<file path="src/design/mltdfa_ram.sv">
`default_nettype none

module mltdfa_ram #(
    parameter int WIDTH = 8,
    parameter int DEPTH = 256
) (
    input  wire logic                     clk,
    input  wire logic                     we,
    input  wire logic [$clog2(DEPTH)-1:0] waddr,
    input  wire logic [WIDTH-1:0]         wdata,
    input  wire logic                     re,
    input  wire logic [$clog2(DEPTH)-1:0] raddr,
    output logic      [WIDTH-1:0]         rdata
);

    logic [WIDTH-1:0] mem [DEPTH];

    always_ff @(posedge clk)
    begin
        if (we)
        begin
            mem[waddr] <= wdata;
        end
        if (re)
        begin
            rdata <= mem[raddr];
        end
    end

endmodule

`default_nettype wire

</file>
<file path="config.mk">
export PLATFORM = sky130hd
export DESIGN_NAME = mltdfa_ram
export DESIGN_NICKNAME = d
export VERILOG_FILES = /design/src/design/mltdfa_ram.sv
export SDC_FILE = /design/constraint.sdc
export NUM_CORES = 2
export LEC_CHECK = 0
export BUFFER_PORTS_ARGS = -buffer_cell sky130_fd_sc_hd__buf_4
export CAP_MARGIN = 20
export CORE_AREA = 5 5 371 373
export DETAILED_ROUTE_END_ITERATION = 10
export DIE_AREA = 0 0 376 378
export GPL_ROUTABILITY_DRIVEN = 1
export PLACE_DENSITY = 0.76
export REMOVE_ABC_BUFFERS = 1
export SLEW_MARGIN = 20
export SYNTH_ARGS = -nofsm -noshare
export SYNTH_HDL_FRONTEND = slang
export SYNTH_SLANG_ARGS = --single-unit
</file>
<file path="constraint.sdc">
create_clock -name clk -period 2.9 [get_ports clk]
set_input_delay 0.435 -clock clk [delete_from_list [all_inputs] [get_ports clk]]
set_output_delay 0.435 -clock clk [all_outputs]
set_load 0.02 [all_outputs]
</file>
# --- Word-level counts from Yosys, hierarchy flattened ---
# Memory sizes are Yosys's and may differ from the RTL's. A register that Yosys moved wholly into a read port is not among the register bits.
# Cells that the tools add are included.
totals:
  in_bits: 27
  rom_bits: 0
  output_inout_bits: 8
  n_memories: 1
  ff_bits: 0
  ram_bits: 2048
  latch_bits: 0
  wordCells: 3
memory_table:
  columns: ["memory", "words", "word_bits", "rd", "rd_ports_with_merged_regs", "wr", "line_no", "source"]
  rows:
  - ["mem", 256, 8, 1, 1, 1, "16", "logic [WIDTH-1:0] mem [DEPTH];"]
op_classes:
  div_mod_pow: 0
  n_eq_ne: 0
  addsub: 0
  n_lt_le_gt_ge: 0
  mux: 2
  bitwise: 0
  multipliers: 0
  shifts: 0
  reduce_logical: 0
ops:
  columns: ["op", "count"]
  rows:
  - ["1-bit two-way mux", 2]

# --- Longest topological paths before layout ---
logic_depth:
  ltp_word: 2
  depth_mapped: 11
  depth_no_buf: 6

# --- Least setup slack after synthesis ---
# Ideal clock, no wire load.
synth_timing:
  kind: "input to register"
  startpoint: "input raddr[0]"
  endpoint: "register rdata[2], read port of mem, data pin"
  n_path_buf: 4
  setup_ns: 0.269
  setup_slack_ns: 0.389
  path_stages: 9
  t_required_ns: 2.631
  t_arrival_ns: 2.242
  cell_sequence: "buf_6 > buf_12 > buf_8 > buf_2 > mux4_2 > a22oi_1 > a21oi_1 > nor4_1 > nor4_2"
synth_rtl:
  columns: ["element", "line_no", "source"]
  rows:
  - ["start: declaration", "12", "input wire logic [$clog2(DEPTH)-1:0] raddr,"]
  - ["end: declaration", "13", "output logic [WIDTH-1:0] rdata"]

==> impl_metrics.json <==
{
  "status": "finished, final reports clean",
  "synthDistinctLibCells": 54,
  "fp-row-count": 135,
  "post-route-period-util_pct": 96.7,
  "first_pass_iters": 7,
  "layout_common_cells": "edfxtp_1, buf_4, mux4_2",
  "ys_async_sr_fraction_pct": 0,
  "synth_cells": 3733,
  "skew_ps": 25.8,
  "hold_viol_final": 0,
  "swShare_pct": 21.1,
  "syn-cell-area_um2": 79600,
  "critPathArrivalTime_ps": 3370,
  "grt-ovfl-total": 0,
  "yosysWarnings": 0,
  "synth-main-ff-cell": "edfxtp_1",
  "worstHoldPathType": "in -> reg",
  "clock_latency_ps": 830,
  "cpMaxStageDelayCell": "nor4_2",
  "worstPathCellList": "mux4_2, nor2b_1, a211oi_1, nor3_1, nor4_2, buf_4, nor4_1",
  "maxSlewHeadroom_pct": 44.1,
  "die_w_um": 376,
  "drtIter0Drc": 6525,
  "final_common_cell": "edfxtp_1",
  "clk_path_buf_depth": 3,
  "cts_tree": "done",
  "grt_pass1_wl_um": 299000,
  "combPwrFrac_pct": 5.6,
  "syn_area_per_cell_um2": 21.3,
  "fin_nets": 4356,
  "setup_viol": 0,
  "p_seq_share_pct": 54.5,
  "rsz0062_at_grt": "false",
  "numCtsBuffers": 190,
  "switching_power_w": 0.0127,
  "fin_crit_ps": 2800,
  "fin_util_pct": 68.6,
  "grt_pass1_vias": 43000,
  "drive_above_1_share_pct": 30.7,
  "track_usage_pct": 29.2,
  "die_y_um": 378,
  "synth_enable_flop_cells": 2056,
  "num_vias": 42200,
  "clockPowerShare_pct": 40.0,
  "cp.buffers_inverters": 1,
  "initial_core_util_pct": 59.3,
  "grt_start_max_net_pins": 93,
  "totalPowerFinal_w": 0.0602,
  "crit_family": "simple AND/OR/NAND/NOR gates",
  "critPathCaptureType": "register",
  "gp_congestion": 0.910,
  "fmax_mhz": 357,
  "start_kind": "register",
  "cp_slowest_stage_delay_ps": 590,
  "dp_hpwl_um": 126000,
  "crit_fanout": 1,
  "worst_pin_slew_ps": 833,
  "dieArea_um2": 142000,
  "crit_required_ps": 3470,
  "clkTransAtPathRegs_ps": 60,
  "internal_power_w": 0.0475,
  "drc": 0,
  "vias_per_cell": 6.72,
  "antenna_found_initial": 15,
  "ios": 35,
  "h-tree-depth": 4,
  "core_um2": 134000,
  "peakVddDrop_uv": 636,
  "ys_seq_elements": 2056,
  "seq_area_frac_synth_pct": 77.5,
  "wl_per_cell_um": 32.4,
  "drv_slew": 0,
  "leakage_nw": 29.7,
  "cap_viol_max_count": 0,
  "criticalPathCategory": "reg -> reg",
  "powerDensity_nw_per_um2": 654,
  "drt_wl_total_um": 204000,
  "root_buffer": "clkbuf_16",
  "cts_sinks": 2056,
  "numPortBuffers": 34,
  "synth_area_leader_cell": "edfxtp_1",
  "antenna_left": 0,
  "syn2layout_area_growth_pct": 15.7,
  "synth.area.top_cells": "edfxtp_1, mux4_2, mux2i_1",
  "yosysTopAreaCellShare_pct": 77.5
}
layer usage:
metal | vias up | share of wire [%] | global-route usage, %
met5 | - | 0.019 | 0
li1 | 16900 | - | -
met3 | 552 | 12 | 7.91
met2 | 3006 | 49 | 46.4
met1 | 21700 | 35 | 38.8
met4 | 6 | 4.8 | 12.5
flip-flops by register name (all words and copies together) (netlist names):
| signal | flops |
|---|---|
| rdata | 8 |
| mem | 2048 |
power groups by stage:
| stage | logic [W] | clock network, W | registers, W |
|---|---|---|---|
| after floorplan | 0.00115 | 0 | 0.0334 |
| after global placement | 0.00319 | 0 | 0.0334 |
| after detailed placement | 0.00326 | 0 | 0.0334 |
| after CTS | 0.00331 | 0.0243 | 0.0328 |
| after global routing | 0.00349 | 0.0257 | 0.0328 |
| final | 0.00334 | 0.0241 | 0.0328 |
worst reg2reg max path, cell delays in order (launching register included):
cell	delay, ps
edfxtp_1	410
mux4_2	490
nor2b_1	160
a211oi_1	490
nor3_1	150
nor4_2	590
buf_4	210
nor4_1	40
worst paths after layout:
| path | start | endpoint | slack (ps) | depth (start not counted) |
|---|---|---|---|---|
| setup / recovery | mem[100][4]$_DFFE_PP_ | rdata[4]$_DFFE_PP_ | 100 | 7 |
| hold / removal | wdata[6] | mem[60][6]$_DFFE_PP_ | 80 | 1 |
| setup reg to reg | mem[100][4]$_DFFE_PP_ | rdata[4]$_DFFE_PP_ | 100 | 7 |
| hold reg to reg | mem[242][0]$_DFFE_PP_ | rdata[0]$_DFFE_PP_ | 1180 | 5 |
timing repair:
item,CTS,global route
endpoints found under the hold margin,8,0
buffers inserted,0,0
resized for setup,2,2
hold buffers,1,0
pin swaps,0,0
setup endpoints to repair,2,2
cell usage after synthesis, types with 10 or more instances:
library cell	count
buf_6	21
buf_8	13
o22ai_1	28
nand3_1	34
a211oi_1	16
nand2_1	33
mux2i_1	134
nand4_1	10
o211ai_1	10
a22oi_1	133
buf_2	31
a221oi_1	13
mux4_2	454
a21oi_1	96
nor2b_1	31
nor3_1	22
clkbuf_1	111
edfxtp_1	2056
buf_4	27
nor4_1	24
o221ai_1	46
nor2_1	282
o21ai_0	10
buf_1	22
per-stage QoR:
step,hold slack [ps],setup WS (ps),instance area [um^2],TNS (ps),instances
finish,80.6,96.2,92100,0,6286
CTS,27.4,36.7,92100,0,6271
floorplan,534,-28.1,78200,-74.8,3500
global route,58.0,6.01,92100,0,6275
detailed placement,818,-853,86100,-4630,5917
global placement,811,-853,86100,-4620,5917
layout make-up:
class / instances / area, um^2
antenna: 15 / 37.5
clock buffer: 240 / 5050
clock inverter: 113 / 942
fill: 7713 / 42200
inverter: 2 / 7.51
multi-input combinational: 1442 / 16500
sequential: 2056 / 61700
tap: 1781 / 2230
timing repair buffer: 637 / 5610
cells by family (layout without fill, tap and decap cells):
family / Yosys count / in the layout / synth area share, %
simple gates: 466 / 466 / 2.63
flops: 2056 / 2056 / 77.5
compound gates: 385 / 385 / 3.42
other cells: 0 / 15 / 0
buf+inv: 235 / 992 / 1.83
mux: 591 / 591 / 14.6
Power figures use the tool's default switching activity.
